===== src/prs_pkg.sv =====
package prs_pkg;

    // status of the shared divider as seen by the sequencer
    typedef struct packed {
        logic busy;
        logic done;
    } t_div_stat;

endpackage


===== src/prs_divider.sv =====
module prs_divider #(
    parameter int W = 16
) (
    input  logic                 i_clk,
    input  logic                 i_rst_n,
    input  logic                 i_start,
    input  logic [2*W-1:0]       i_num,
    input  logic [W-1:0]         i_den,
    output logic [2*W-1:0]       o_quo,
    output logic [W-1:0]         o_rem,
    output prs_pkg::t_div_stat   o_stat
);
    import prs_pkg::*;

    localparam int CW = $clog2(2 * W + 1);

    logic [CW-1:0]  r_cnt, n_cnt;
    logic           r_busy, n_busy;
    logic           r_done, n_done;
    logic [W-1:0]   r_rem, n_rem;
    logic [2*W-1:0] r_quo, n_quo;
    logic [W-1:0]   r_den, n_den;

    logic [W:0]     rem_sh;
    logic [W:0]     diff;
    logic           ge;

    // restoring division, one quotient bit per cycle
    assign rem_sh = {r_rem, r_quo[2*W-1]};
    assign diff   = rem_sh - {1'b0, r_den};
    assign ge     = rem_sh >= {1'b0, r_den};

    always_comb begin
        n_cnt  = r_cnt;
        n_busy = r_busy;
        n_done = 1'b0;
        n_rem  = r_rem;
        n_quo  = r_quo;
        n_den  = r_den;
        if (i_start) begin
            n_cnt  = CW'(2 * W);
            n_busy = 1'b1;
            n_rem  = '0;
            n_quo  = i_num;
            n_den  = i_den;
        end else if (r_busy) begin
            n_rem = ge ? diff[W-1:0] : rem_sh[W-1:0];
            n_quo = {r_quo[2*W-2:0], ge};
            n_cnt = r_cnt - CW'(1);
            if (r_cnt == CW'(1)) begin
                n_busy = 1'b0;
                n_done = 1'b1;
            end
        end
    end

    always_ff @(posedge i_clk) begin
        if (!i_rst_n) begin
            r_busy <= 1'b0;
            r_done <= 1'b0;
            r_cnt  <= '0;
        end else begin
            r_busy <= n_busy;
            r_done <= n_done;
            r_cnt  <= n_cnt;
        end
        r_rem <= n_rem;
        r_quo <= n_quo;
        r_den <= n_den;
    end

    assign o_quo       = r_quo;
    assign o_rem       = r_rem;
    assign o_stat.busy = r_busy;
    assign o_stat.done = r_done;

endmodule


===== src/primitive_root_search.sv =====
// Run time is data dependent and paced by the divisions on the shared divider; a test item
// runs a totient pass, a gcd, a factoring of phi and a few
// square-and-multiply powers; search mode repeats the test for a = 2, 3, ... up to n-1.
// Throughput: one item at a time, busy stays high until the result strobe.
// o_valid marks the result for one cycle; the receiver cannot stall.
// Synchronous active-low reset returns the sequencer to idle and drops any item in flight.
module primitive_root_search #(
    parameter int WIDTH = 16
) (
    input  logic             i_clk,
    input  logic             i_rst_n,
    input  logic             start,
    output logic             busy,
    input  logic             i_func,
    input  logic [WIDTH-1:0] i_modulus,
    input  logic [WIDTH-1:0] i_candidate,
    output logic             o_valid,
    output logic             o_is_gen,
    output logic [WIDTH-1:0] o_generator,
    output logic [WIDTH-1:0] o_totient
);
    import prs_pkg::*;

    localparam int SW = 5;
    localparam logic [SW-1:0] S_IDLE      = 5'd0;
    localparam logic [SW-1:0] S_TOT_SQ    = 5'd1;
    localparam logic [SW-1:0] S_TOT_CMP   = 5'd2;
    localparam logic [SW-1:0] S_TOT_DIV   = 5'd3;
    localparam logic [SW-1:0] S_TOT_SUB   = 5'd4;
    localparam logic [SW-1:0] S_TOT_LAST  = 5'd5;
    localparam logic [SW-1:0] S_GEN_BEGIN = 5'd6;
    localparam logic [SW-1:0] S_SRCH_NEXT = 5'd7;
    localparam logic [SW-1:0] S_GCD_INIT  = 5'd8;
    localparam logic [SW-1:0] S_GCD_LOOP  = 5'd9;
    localparam logic [SW-1:0] S_GCD_STEP  = 5'd10;
    localparam logic [SW-1:0] S_RED       = 5'd11;
    localparam logic [SW-1:0] S_FAC_SQ    = 5'd12;
    localparam logic [SW-1:0] S_FAC_CMP   = 5'd13;
    localparam logic [SW-1:0] S_FAC_DIV   = 5'd14;
    localparam logic [SW-1:0] S_EXP_SET   = 5'd15;
    localparam logic [SW-1:0] S_POW_LOOP  = 5'd16;
    localparam logic [SW-1:0] S_POW_RM    = 5'd17;
    localparam logic [SW-1:0] S_POW_RR    = 5'd18;
    localparam logic [SW-1:0] S_POW_BM    = 5'd19;
    localparam logic [SW-1:0] S_POW_BR    = 5'd20;
    localparam logic [SW-1:0] S_PASS      = 5'd21;
    localparam logic [SW-1:0] S_FAIL      = 5'd22;
    localparam logic [SW-1:0] S_WAIT      = 5'd23;

    logic [SW-1:0]      r_state, n_state;
    logic [SW-1:0]      r_ret, n_ret;
    logic               r_func, n_func;
    logic [WIDTH-1:0]   r_n, n_n;
    logic [WIDTH-1:0]   r_a, n_a;
    logic [WIDTH-1:0]   r_phi, n_phi;
    logic [WIDTH-1:0]   r_f, n_f;       // m during totient, f during factoring of phi
    logic [WIDTH-1:0]   r_p, n_p;       // trial divisor p / q
    logic               r_flag, n_flag;
    logic               r_tail, n_tail;
    logic [WIDTH-1:0]   r_x, n_x;
    logic [WIDTH-1:0]   r_y, n_y;
    logic [WIDTH-1:0]   r_ra, n_ra;     // candidate reduced mod n
    logic [WIDTH-1:0]   r_b, n_b;
    logic [WIDTH-1:0]   r_e, n_e;
    logic [WIDTH-1:0]   r_res, n_res;
    logic [2*WIDTH-1:0] r_prod;
    logic               r_valid, n_valid;
    logic               r_is_gen, n_is_gen;
    logic [WIDTH-1:0]   r_gen, n_gen;

    logic [WIDTH-1:0]   mul_x, mul_y;
    logic [2*WIDTH-1:0] mul_out;

    logic               div_go;
    logic [2*WIDTH-1:0] div_num;
    logic [WIDTH-1:0]   div_den;
    logic [2*WIDTH-1:0] div_quo_full;
    logic [WIDTH-1:0]   div_quo;
    logic [WIDTH-1:0]   div_rem;
    t_div_stat          div_stat;

    prs_divider #(
        .W (WIDTH)
    ) u_div (
        .i_clk   (i_clk),
        .i_rst_n (i_rst_n),
        .i_start (div_go),
        .i_num   (div_num),
        .i_den   (div_den),
        .o_quo   (div_quo_full),
        .o_rem   (div_rem),
        .o_stat  (div_stat)
    );

    // quotients used here all fit in WIDTH bits
    assign div_quo = div_quo_full[WIDTH-1:0];
    assign mul_out = {{WIDTH{1'b0}}, mul_x} * {{WIDTH{1'b0}}, mul_y};

    always_comb begin
        n_state  = r_state;
        n_ret    = r_ret;
        n_func   = r_func;
        n_n      = r_n;
        n_a      = r_a;
        n_phi    = r_phi;
        n_f      = r_f;
        n_p      = r_p;
        n_flag   = r_flag;
        n_tail   = r_tail;
        n_x      = r_x;
        n_y      = r_y;
        n_ra     = r_ra;
        n_b      = r_b;
        n_e      = r_e;
        n_res    = r_res;
        n_valid  = 1'b0;
        n_is_gen = r_is_gen;
        n_gen    = r_gen;
        mul_x    = '0;
        mul_y    = '0;
        div_go   = 1'b0;
        div_num  = '0;
        div_den  = '0;

        unique case (r_state)
            S_IDLE: begin
                if (start) begin
                    n_func   = i_func;
                    n_n      = i_modulus;
                    n_a      = i_func ? WIDTH'(2) : i_candidate;
                    n_is_gen = 1'b0;
                    n_gen    = '0;
                    if (i_modulus < WIDTH'(2)) begin
                        n_phi   = WIDTH'(1);
                        n_state = S_GEN_BEGIN;
                    end else begin
                        n_phi   = i_modulus;
                        n_f     = i_modulus;
                        n_p     = WIDTH'(2);
                        n_state = S_TOT_SQ;
                    end
                end
            end
            // totient by trial division: r -= r/p for each prime p of n
            S_TOT_SQ: begin
                mul_x   = r_p;
                mul_y   = r_p;
                n_state = S_TOT_CMP;
            end
            S_TOT_CMP: begin
                if (r_prod <= {{WIDTH{1'b0}}, r_f}) begin
                    div_go  = 1'b1;
                    div_num = {{WIDTH{1'b0}}, r_f};
                    div_den = r_p;
                    n_flag  = 1'b0;
                    n_ret   = S_TOT_DIV;
                    n_state = S_WAIT;
                end else if (r_f > WIDTH'(1)) begin
                    div_go  = 1'b1;
                    div_num = {{WIDTH{1'b0}}, r_phi};
                    div_den = r_f;
                    n_ret   = S_TOT_LAST;
                    n_state = S_WAIT;
                end else begin
                    n_state = S_GEN_BEGIN;
                end
            end
            S_TOT_DIV: begin
                if (div_rem == '0) begin
                    n_f     = div_quo;
                    n_flag  = 1'b1;
                    div_go  = 1'b1;
                    div_num = {{WIDTH{1'b0}}, div_quo};
                    div_den = r_p;
                    n_ret   = S_TOT_DIV;
                    n_state = S_WAIT;
                end else if (r_flag) begin
                    div_go  = 1'b1;
                    div_num = {{WIDTH{1'b0}}, r_phi};
                    div_den = r_p;
                    n_ret   = S_TOT_SUB;
                    n_state = S_WAIT;
                end else begin
                    n_p     = r_p + WIDTH'(1);
                    n_state = S_TOT_SQ;
                end
            end
            S_TOT_SUB: begin
                n_phi   = r_phi - div_quo;
                n_p     = r_p + WIDTH'(1);
                n_state = S_TOT_SQ;
            end
            S_TOT_LAST: begin
                n_phi   = r_phi - div_quo;
                n_state = S_GEN_BEGIN;
            end
            S_GEN_BEGIN: begin
                n_state = r_func ? S_SRCH_NEXT : S_GCD_INIT;
            end
            S_SRCH_NEXT: begin
                if (r_a < r_n) begin
                    n_state = S_GCD_INIT;
                end else begin
                    n_gen   = '0;
                    n_valid = 1'b1;
                    n_state = S_IDLE;
                end
            end
            S_GCD_INIT: begin
                n_x     = r_a;
                n_y     = r_n;
                n_state = S_GCD_LOOP;
            end
            S_GCD_LOOP: begin
                if (r_y != '0) begin
                    div_go  = 1'b1;
                    div_num = {{WIDTH{1'b0}}, r_x};
                    div_den = r_y;
                    n_ret   = S_GCD_STEP;
                    n_state = S_WAIT;
                end else if (r_x != WIDTH'(1)) begin
                    n_state = S_FAIL;
                end else if (r_n < WIDTH'(2)) begin
                    n_state = S_PASS;
                end else begin
                    div_go  = 1'b1;
                    div_num = {{WIDTH{1'b0}}, r_a};
                    div_den = r_n;
                    n_ret   = S_RED;
                    n_state = S_WAIT;
                end
            end
            S_GCD_STEP: begin
                n_x     = r_y;
                n_y     = div_rem;
                n_state = S_GCD_LOOP;
            end
            S_RED: begin
                n_ra    = div_rem;
                n_f     = r_phi;
                n_p     = WIDTH'(2);
                n_state = S_FAC_SQ;
            end
            // walk the primes q of phi, check a^(phi/q) != 1
            S_FAC_SQ: begin
                mul_x   = r_p;
                mul_y   = r_p;
                n_state = S_FAC_CMP;
            end
            S_FAC_CMP: begin
                if (r_prod <= {{WIDTH{1'b0}}, r_f}) begin
                    div_go  = 1'b1;
                    div_num = {{WIDTH{1'b0}}, r_f};
                    div_den = r_p;
                    n_flag  = 1'b0;
                    n_ret   = S_FAC_DIV;
                    n_state = S_WAIT;
                end else if (r_f > WIDTH'(1)) begin
                    div_go  = 1'b1;
                    div_num = {{WIDTH{1'b0}}, r_phi};
                    div_den = r_f;
                    n_tail  = 1'b1;
                    n_ret   = S_EXP_SET;
                    n_state = S_WAIT;
                end else begin
                    n_state = S_PASS;
                end
            end
            S_FAC_DIV: begin
                if (div_rem == '0) begin
                    n_f     = div_quo;
                    n_flag  = 1'b1;
                    div_go  = 1'b1;
                    div_num = {{WIDTH{1'b0}}, div_quo};
                    div_den = r_p;
                    n_ret   = S_FAC_DIV;
                    n_state = S_WAIT;
                end else if (r_flag) begin
                    div_go  = 1'b1;
                    div_num = {{WIDTH{1'b0}}, r_phi};
                    div_den = r_p;
                    n_tail  = 1'b0;
                    n_ret   = S_EXP_SET;
                    n_state = S_WAIT;
                end else begin
                    n_p     = r_p + WIDTH'(1);
                    n_state = S_FAC_SQ;
                end
            end
            S_EXP_SET: begin
                n_e     = div_quo;
                n_b     = r_ra;
                n_res   = WIDTH'(1);
                n_state = S_POW_LOOP;
            end
            // square and multiply, each product reduced on the divider
            S_POW_LOOP: begin
                if (r_e == '0) begin
                    if (r_res == WIDTH'(1)) begin
                        n_state = S_FAIL;
                    end else if (r_tail) begin
                        n_state = S_PASS;
                    end else begin
                        n_p     = r_p + WIDTH'(1);
                        n_state = S_FAC_SQ;
                    end
                end else if (r_e[0]) begin
                    mul_x   = r_res;
                    mul_y   = r_b;
                    n_state = S_POW_RM;
                end else begin
                    mul_x   = r_b;
                    mul_y   = r_b;
                    n_state = S_POW_BM;
                end
            end
            S_POW_RM: begin
                div_go  = 1'b1;
                div_num = r_prod;
                div_den = r_n;
                n_ret   = S_POW_RR;
                n_state = S_WAIT;
            end
            S_POW_RR: begin
                n_res   = div_rem;
                mul_x   = r_b;
                mul_y   = r_b;
                n_state = S_POW_BM;
            end
            S_POW_BM: begin
                div_go  = 1'b1;
                div_num = r_prod;
                div_den = r_n;
                n_ret   = S_POW_BR;
                n_state = S_WAIT;
            end
            S_POW_BR: begin
                n_b     = div_rem;
                n_e     = r_e >> 1;
                n_state = S_POW_LOOP;
            end
            S_PASS: begin
                if (r_func) begin
                    n_gen = r_a;
                end else begin
                    n_is_gen = 1'b1;
                end
                n_valid = 1'b1;
                n_state = S_IDLE;
            end
            S_FAIL: begin
                if (r_func) begin
                    n_a     = r_a + WIDTH'(1);
                    n_state = S_SRCH_NEXT;
                end else begin
                    n_is_gen = 1'b0;
                    n_valid  = 1'b1;
                    n_state  = S_IDLE;
                end
            end
            S_WAIT: begin
                if (div_stat.done) begin
                    n_state = r_ret;
                end
            end
            default: begin
                n_state = S_IDLE;
            end
        endcase
    end

    always_ff @(posedge i_clk) begin
        if (!i_rst_n) begin
            r_state <= S_IDLE;
            r_valid <= 1'b0;
        end else begin
            r_state <= n_state;
            r_valid <= n_valid;
        end
        r_ret    <= n_ret;
        r_func   <= n_func;
        r_n      <= n_n;
        r_a      <= n_a;
        r_phi    <= n_phi;
        r_f      <= n_f;
        r_p      <= n_p;
        r_flag   <= n_flag;
        r_tail   <= n_tail;
        r_x      <= n_x;
        r_y      <= n_y;
        r_ra     <= n_ra;
        r_b      <= n_b;
        r_e      <= n_e;
        r_res    <= n_res;
        r_prod   <= mul_out;
        r_is_gen <= n_is_gen;
        r_gen    <= n_gen;
    end

    assign busy        = (r_state != S_IDLE);
    assign o_valid     = r_valid;
    assign o_is_gen    = r_is_gen;
    assign o_generator = r_gen;
    assign o_totient   = r_phi;

`ifndef SYNTHESIS
    a_valid_from_verdict: assert property (@(posedge i_clk) disable iff (!i_rst_n)
        o_valid |-> ($past(r_state) == S_PASS || $past(r_state) == S_FAIL ||
                     $past(r_state) == S_SRCH_NEXT))
        else $error("result beat without a verdict");
    a_mode_exclusive: assert property (@(posedge i_clk) disable iff (!i_rst_n)
        o_valid |-> !(o_is_gen && (o_generator != '0)))
        else $error("is_gen and generator both set");
    a_div_not_busy: assert property (@(posedge i_clk) disable iff (!i_rst_n)
        div_go |-> !div_stat.busy)
        else $error("divider restarted while busy");
    a_accept_busy: assert property (@(posedge i_clk) disable iff (!i_rst_n)
        (start && !busy) |=> busy)
        else $error("accepted beat did not raise busy");
    a_valid_idle: assert property (@(posedge i_clk) disable iff (!i_rst_n)
        o_valid |-> !busy)
        else $error("result beat while busy");
`endif

endmodule


===== config.mk =====
export PLATFORM = sky130hd
export DESIGN_NAME = primitive_root_search
export DESIGN_NICKNAME = d
export VERILOG_FILES = /design/src/prs_pkg.sv /design/src/prs_divider.sv /design/src/primitive_root_search.sv
export SDC_FILE = /design/constraint.sdc
export NUM_CORES = 1
export LEC_CHECK = 0
export ABC_CLOCK_PERIOD_IN_PS = 13900
export BUFFER_PORTS_ARGS = -buffer_cell sky130_fd_sc_hd__buf_2
export CAP_MARGIN = 10
export CORE_MARGIN = 5
export CORE_UTILIZATION = 47
export DETAILED_ROUTE_END_ITERATION = 6
export PLACE_DENSITY = 0.73
export SLEW_MARGIN = 25
export SYNTH_ARGS = -nofsm -noshare
export SYNTH_HDL_FRONTEND = slang
export SYNTH_SLANG_ARGS = --single-unit

===== constraint.sdc =====
create_clock -name i_clk -period 13.9 [get_ports i_clk]
set_input_delay 1.39 -clock i_clk [delete_from_list [all_inputs] [get_ports i_clk]]
set_output_delay 1.39 -clock i_clk [all_outputs]
set_load 0.02 [all_outputs]

==> flow_summary.ini, run 1 <==
[detailed_routing]
wire_per_inst_um = 23.0
wl_met2_um = 35700
postRouteAntennaNets = 0
drtIter0Drc = 2150
wl_met1_um = 30200
top_layer_used = met5
via_per_inst = 6.00
firstDrtPassIters = 7
vias = 19900
wl_met3_um = 7040
totalWireLength_um = 76200
drc = 15

[sta]
max_slew_margin = 0.303
clock_skew_ns = 0.0205
min_period_over_period = 0.613
setup_tns_ns = 0
finalWorstSetupSlack_ns = 5.39
hold_viol = 0
clock.fmax_mhz = 117
setup_viol = 0
tightest_slew_ns = 1.04
slew_viol_final = 0
rsz0062_at_grt = no
period_needed_ns = 8.51

[clock_tree]
hold_buffers = 0
htree_levels = 2
cts.clk_slew.worst_paths_ns = 0.06
cts_tree = yes
cts_buffer_depth = 3
cts_buffers = 34
clock_latency_ns = 0.54
cts_post_setup_buffers_inserted = 0
cts-root-buf = clkbuf_16
clkSinkCount = 311
ctsResizeCount = 0

[yosys]
synthArstFlopShare = 0
yosysUniqueCellTypes = 91
synth_common_cells = 323 x inv_1, 310 x nand2_1, 249 x edfxtp_1, 236 x nor2_1, 196 x fa_1
avgSynthCellArea_um2 = 9.85
ys.flop_type = edfxtp_1
synth_top_area_share = 0.296
synthAdderAreaFrac = 0.239
synth_top_family_by_area = adder cells
synth_top_area_cell = edfxtp_1
synth.mux.area_fraction = 0.0323
ys_seq_area_frac = 0.345
synth-seq-cells = 311
synth.area.top_cells = edfxtp_1 30%, fa_1 16%, ha_1 8.4%
synth_most_common_cell = inv_1
synth-simple-area-share = 0.156
synth_compound_area_frac = 0.133
yosysWarnings = 0
synth_edf_count = 249
syn_area_mm2 = 0.0253
synth_fp_nets = 2972
synth_xor_area_frac = 0.0263
synthCells = 2570

[hold_path]
hold_path_depth = 2
worstHoldStart = u_div.r_cnt[0]
hold_end = u_div.r_cnt[0]
hold_path.class = register to register

[floorplan]
die_area_mm2 = 0.0586
die_h_um = 242
initial_core_util = 0.472
num_rows = 85
die_x_um = 242
core_area_mm2 = 0.0536
ioPinCount = 71

[global_route]
gr-usage-all-layers = 0.255
grt_pass1_wl_um = 119000
grt-ovfl-total = 0
antenna_found_initial = 3
grt_pass1_vias = 20100
grt_max_degree = 52

[worst_setup_path]
required_ns = 14.36
r2r_start = r_state[0]
slowest_delay_ns = 0.67
critical_path.max_fanout = 44
worstSetupEndpointType = register
reg2reg_depth = 26
arrival_ns = 8.97
rrSetupSlack_ns = 5.39
cp_common_cell = fa_1
timing.rr.end = r_prod[29]
start_kind = register
critPathSlowestCell = a22o_1
worstSetupPathType = register to register

[job]
drv_cap = 0

[run_status]
violations = design-rule violations
outcome = finished, violations left

[power]
ir_drop_uv = 146
switching_share = 0.458
switchingPower_uw = 2350
combinationalPowerShare = 0.479
power_density_mw_per_mm2 = 187
clockPowerShare = 0.177
p_seq_frac = 0.344
p_int_uw = 2780
power.leakage_uw = 0.0118

[layout]
nets = 2996
multi_input_area_mm2 = 0.0149
areaGrowthSynthToFinish_pct = 8.35
drive_gt1_frac = 0.103
seqCellArea_mm2 = 0.00872
n_fill_cell = 4903

[place]
dp.final_hpwl_um = 58600
dp_slack_ns = 5.54
finalWeightedCongestion = 0.983
port_buffers = 70
critical path, delay by kind of cell (launching register included):
| family | cells | cell delay, ns |
|---|---|---|
| adders and majority gates | 7 | 3.56 |
| and+or+nand+nor | 8 | 2.05 |
| AOI/OAI and AO/OA | 5 | 1.48 |
| buffers and inverters | 6 | 0.72 |
| DFF | 1 | 0.59 |
through the flow:
step | cells | hold WS (ns) | instance area (um2) | utilization | power, uW
after floorplan | 2570 | 0.454 | 25300 | - | 3320
after global placement | 3254 | 0.465 | 26300 | 0.491 | 4080
after detailed placement | 3254 | 0.473 | 26300 | 0.491 | 4160
after CTS | 3316 | 0.481 | 27400 | 0.511 | 5080
after global routing | 3316 | 0.500 | 27400 | 0.511 | 5420
final | 3317 | 0.478 | 27400 | 0.511 | 5120
power by group through the flow:
stage	Combinational, uW	Sequential [uW]	Clock, uW
6_report	2460	1760	906
5_1_grt	2690	1780	955
4_1_cts	2420	1740	918
3_5_place_dp	2400	1760	0
3_3_place_gp	2330	1750	0
2_1_floorplan	1710	1610	0
final cells by class:
class | instances | area share
Clock buffer | 46 | 0.0334
Inverter | 325 | 0.0446
Multi-Input combinational cell | 1820 | 0.544
Timing Repair Buffer | 102 | 0.0215
Sequential cell | 311 | 0.318
Antenna cell | 1 | 0.0000913
Clock inverter | 16 | 0.00653
Tap cell | 696 | 0.0318
kinds of logic (layout without fill, tap and decap cells):
kind of cell | Yosys count | count (layout)
mux | 74 | 74
other cells | 0 | 1
simple gates | 846 | 846
buf+inv | 439 | 489
compound gates | 458 | 458
xor+xnor | 76 | 76
fa+ha+maj | 366 | 366
flops | 311 | 311
sequential cells by signal, indices dropped and copies added (netlist names), 5 cells and up:
signal and cells:
u_div.o_quo 32, r_prod 32, r_f 16, r_ra 16, r_b 16, r_y 16, r_x 16, r_ret 5
u_div.r_cnt 6, u_div.r_den 16, r_e 16, r_state 5, o_totient 16, r_res 16, u_div.o_rem 16, r_n 16
r_p 16, r_a 16, o_generator 16
how the worst max path moves through the flow:
stage                    start          to  slack [ns]  cells past startpoint
floorplan           r_state[2]  r_prod[29]        6.84                     28
global placement    r_state[0]  r_prod[29]        5.60                     26
detailed placement  r_state[0]  r_prod[29]        5.54                     26
CTS                 r_state[0]  r_prod[29]        5.47                     26
global route        r_state[0]  r_prod[29]        4.97                     26
finish              r_state[0]  r_prod[29]        5.39                     26
metal layers:
metal	GRT usage	vias up
li1	-	8940
met3	0.0384	215
met2	0.423	1084
met1	0.341	9661
met5	0	-
met4	0.0952	4
cell usage in the layout (no fill, tap or decap), types with 26 or more instances in the layout:
cell type  Yosys  routed
nor4_1        33      33
inv_1        323     322
ha_1         170     170
xnor2_1       48      48
edfxtp_1     249     249
nor2_1       236     235
a22o_1        57      57
buf_2         39      70
nor3_1        28      26
a21oi_1       75      75
mux2_2        61      61
xor2_1        28      28
o21ai_0       82      81
nand2_1      310     310
and2_1        48      48
nand3_1       47      47
buf_4          6      32
a22oi_1       50      50
clkbuf_16      0      34
fa_1         196     196
a21o_1        26      26
dfxtp_1       62      62
No activity file was read; power rests on OpenSTA's default activity.
==> inputs of run 2 (changes only) <==
Settings changed: ABC_CLOCK_PERIOD_IN_PS 13900 to 8000.
Clock period 13.9 ns to 8 ns, I/O delays scaled along.
==> flow_summary.ini, run 2 (synthesized netlist as in run 1, its figures left out) <==
[sta]
max_slew_margin = 0.333
clock.fmax_mhz = 130
rsz0062_at_grt = yes
setup_viol = 0
slew_viol_final = 0
hold_viol = 0
timing.hold.ws_ns = 0.470
clock_skew_ns = 0.0210
tightest_slew_ns = 0.997
min_period_over_period = 0.958
period_needed_ns = 7.67

[clock_tree]
cts_buffers = 31
cts_tree = yes
htree_levels = 1
cts-root-buf = clkbuf_16
cts.clk_slew.worst_paths_ns = 0.08
clkSinkCount = 311
clock_latency_ns = 0.58
cts_buffer_depth = 3

[place]
dpl-instance-area_mm2 = 0.0267
dp.final_hpwl_um = 59900
port_buffers = 70
dp.cells = 3306
finalWeightedCongestion = 0.974

[global_route]
grt_pass1_vias = 20300
grt_pass1_wl_um = 119000
gr-usage-all-layers = 0.255
grt-ovfl-total = 0
antenna_found_initial = 0
grt_max_degree = 52

[layout]
nets = 3050
utilization = 0.519
areaGrowthSynthToFinish_pct = 10.0
final_area_mm2 = 0.0278
final_cell_mix = 322 x inv_1, 310 x nand2_1, 249 x edfxtp_1
drive_gt1_frac = 0.125
diodes = 0
final_common_cell = inv_1
final_cells = 3368

[floorplan]
ioPinCount = 71
die_h_um = 242
initial_core_util = 0.472
core_area_mm2 = 0.0536
num_rows = 85
die_area_mm2 = 0.0586
die_x_um = 242

[worst_setup_path]
arrival_ns = 8.18
critical_path.max_fanout = 16
required_ns = 8.51
reg2reg_depth = 25
start_kind = register
worstSetupPathType = register to register
worstSetupEndpointType = register

[detailed_routing]
drc = 6
wire_per_inst_um = 22.8
postRouteAntennaNets = 0
totalWireLength_um = 76700
via_per_inst = 5.96
firstDrtPassIters = 7
drtIter0Drc = 2241
vias = 20100

[power]
ir_drop_uv = 248
power.leakage_uw = 0.0120
power_density_mw_per_mm2 = 321
power_uw = 8950

[run_status]
violations = design-rule violations
outcome = finished, violations left

[hold_path]
hold_path.class = input port to register
hold_path_depth = 1

[job]
drv_cap = 0
-- run 2: cell count changes in the layout (fill, tap and decap cells not counted), sizes merged --
| cell | before | now |
|---|---|---|
| clkbuf | 46 | 37 |
| bufinv | 3 | 4 |
| buf | 102 | 157 |
| clkinvlp | 1 | 8 |
| diode | 1 | 0 |
| nor2 | 238 | 239 |
| clkinv | 9 | 6 |
| o21ai | 92 | 93 |
| inv | 328 | 327 |
-- run 2: metrics by stage --
| stage | setup slack, ns | TNS (ns) |
|---|---|---|
| 2_1_floorplan | 0.941 | 0 |
| 3_3_place_gp | 0.471 | 0 |
| 3_5_place_dp | 0.338 | 0 |
| 4_1_cts | 0.331 | 0 |
| 5_1_grt | -0.0232 | -0.0361 |
| 6_report | 0.335 | 0 |
-- run 2: final timing paths --
check / start / to / slack [ns]
min: i_modulus[0] / r_n[0] / 0.47
max: r_e[12] / r_prod[29] / 0.33
min reg2reg: u_div.r_cnt[0] / u_div.r_cnt[0] / 0.49
max reg2reg: r_e[12] / r_prod[29] / 0.33
-- run 2: area by class of cell --
class	instances	area [um2]
Fill cell	4789	25800
Clock buffer	37	818
Multi-Input combinational cell	1822	15000
Inverter	325	1220
Timing Repair Buffer	157	1030
Tap cell	696	871
Clock inverter	20	226
Sequential cell	311	8720
-- run 2: metal layers --
| layer | GRT usage | vias to the layer above | wire length [um] |
|---|---|---|---|
| met1 | 0.345 | 9755 | 30900 |
| met3 | 0.0386 | 205 | 7010 |
| met4 | 0.0916 | 0 | 3270 |
| met2 | 0.419 | 1073 | 35500 |
| li1 | - | 9050 | - |
| met5 | 0 | - | 0 |
-- run 2: where the power goes --
| part | switching (uW) | internal [uW] |
|---|---|---|
| logic | 2780 | 1610 |
| registers | 647 | 2410 |
| clock network | 638 | 861 |
-- run 2: critical path, stage by stage (launching register included) --
cell and delay, ns:
edfxtp_1 0.40, nor4_2 0.37, nand4_1 0.26, nand2_4 0.24, nand2_4 0.17, buf_4 0.22
a22o_1 0.31, nand2_1 0.13, fa_1 0.44, fa_1 0.54, inv_1 0.05, fa_1 0.49
fa_1 0.52, fa_1 0.54, inv_1 0.06, fa_1 0.53, inv_1 0.05, ha_1 0.44
nand4_1 0.23, nor4_2 0.35, o2111ai_1 0.24, a211o_1 0.34, nand3_1 0.09, o211ai_2 0.14
or3_1 0.37, nand4_1 0.08
-- run 2: repair_timing --
action | CTS | global route
setup endpoints to repair | 0 | 3
setup buffers | 0 | 2
hold buffers | 0 | 0
resized for setup | 0 | 5
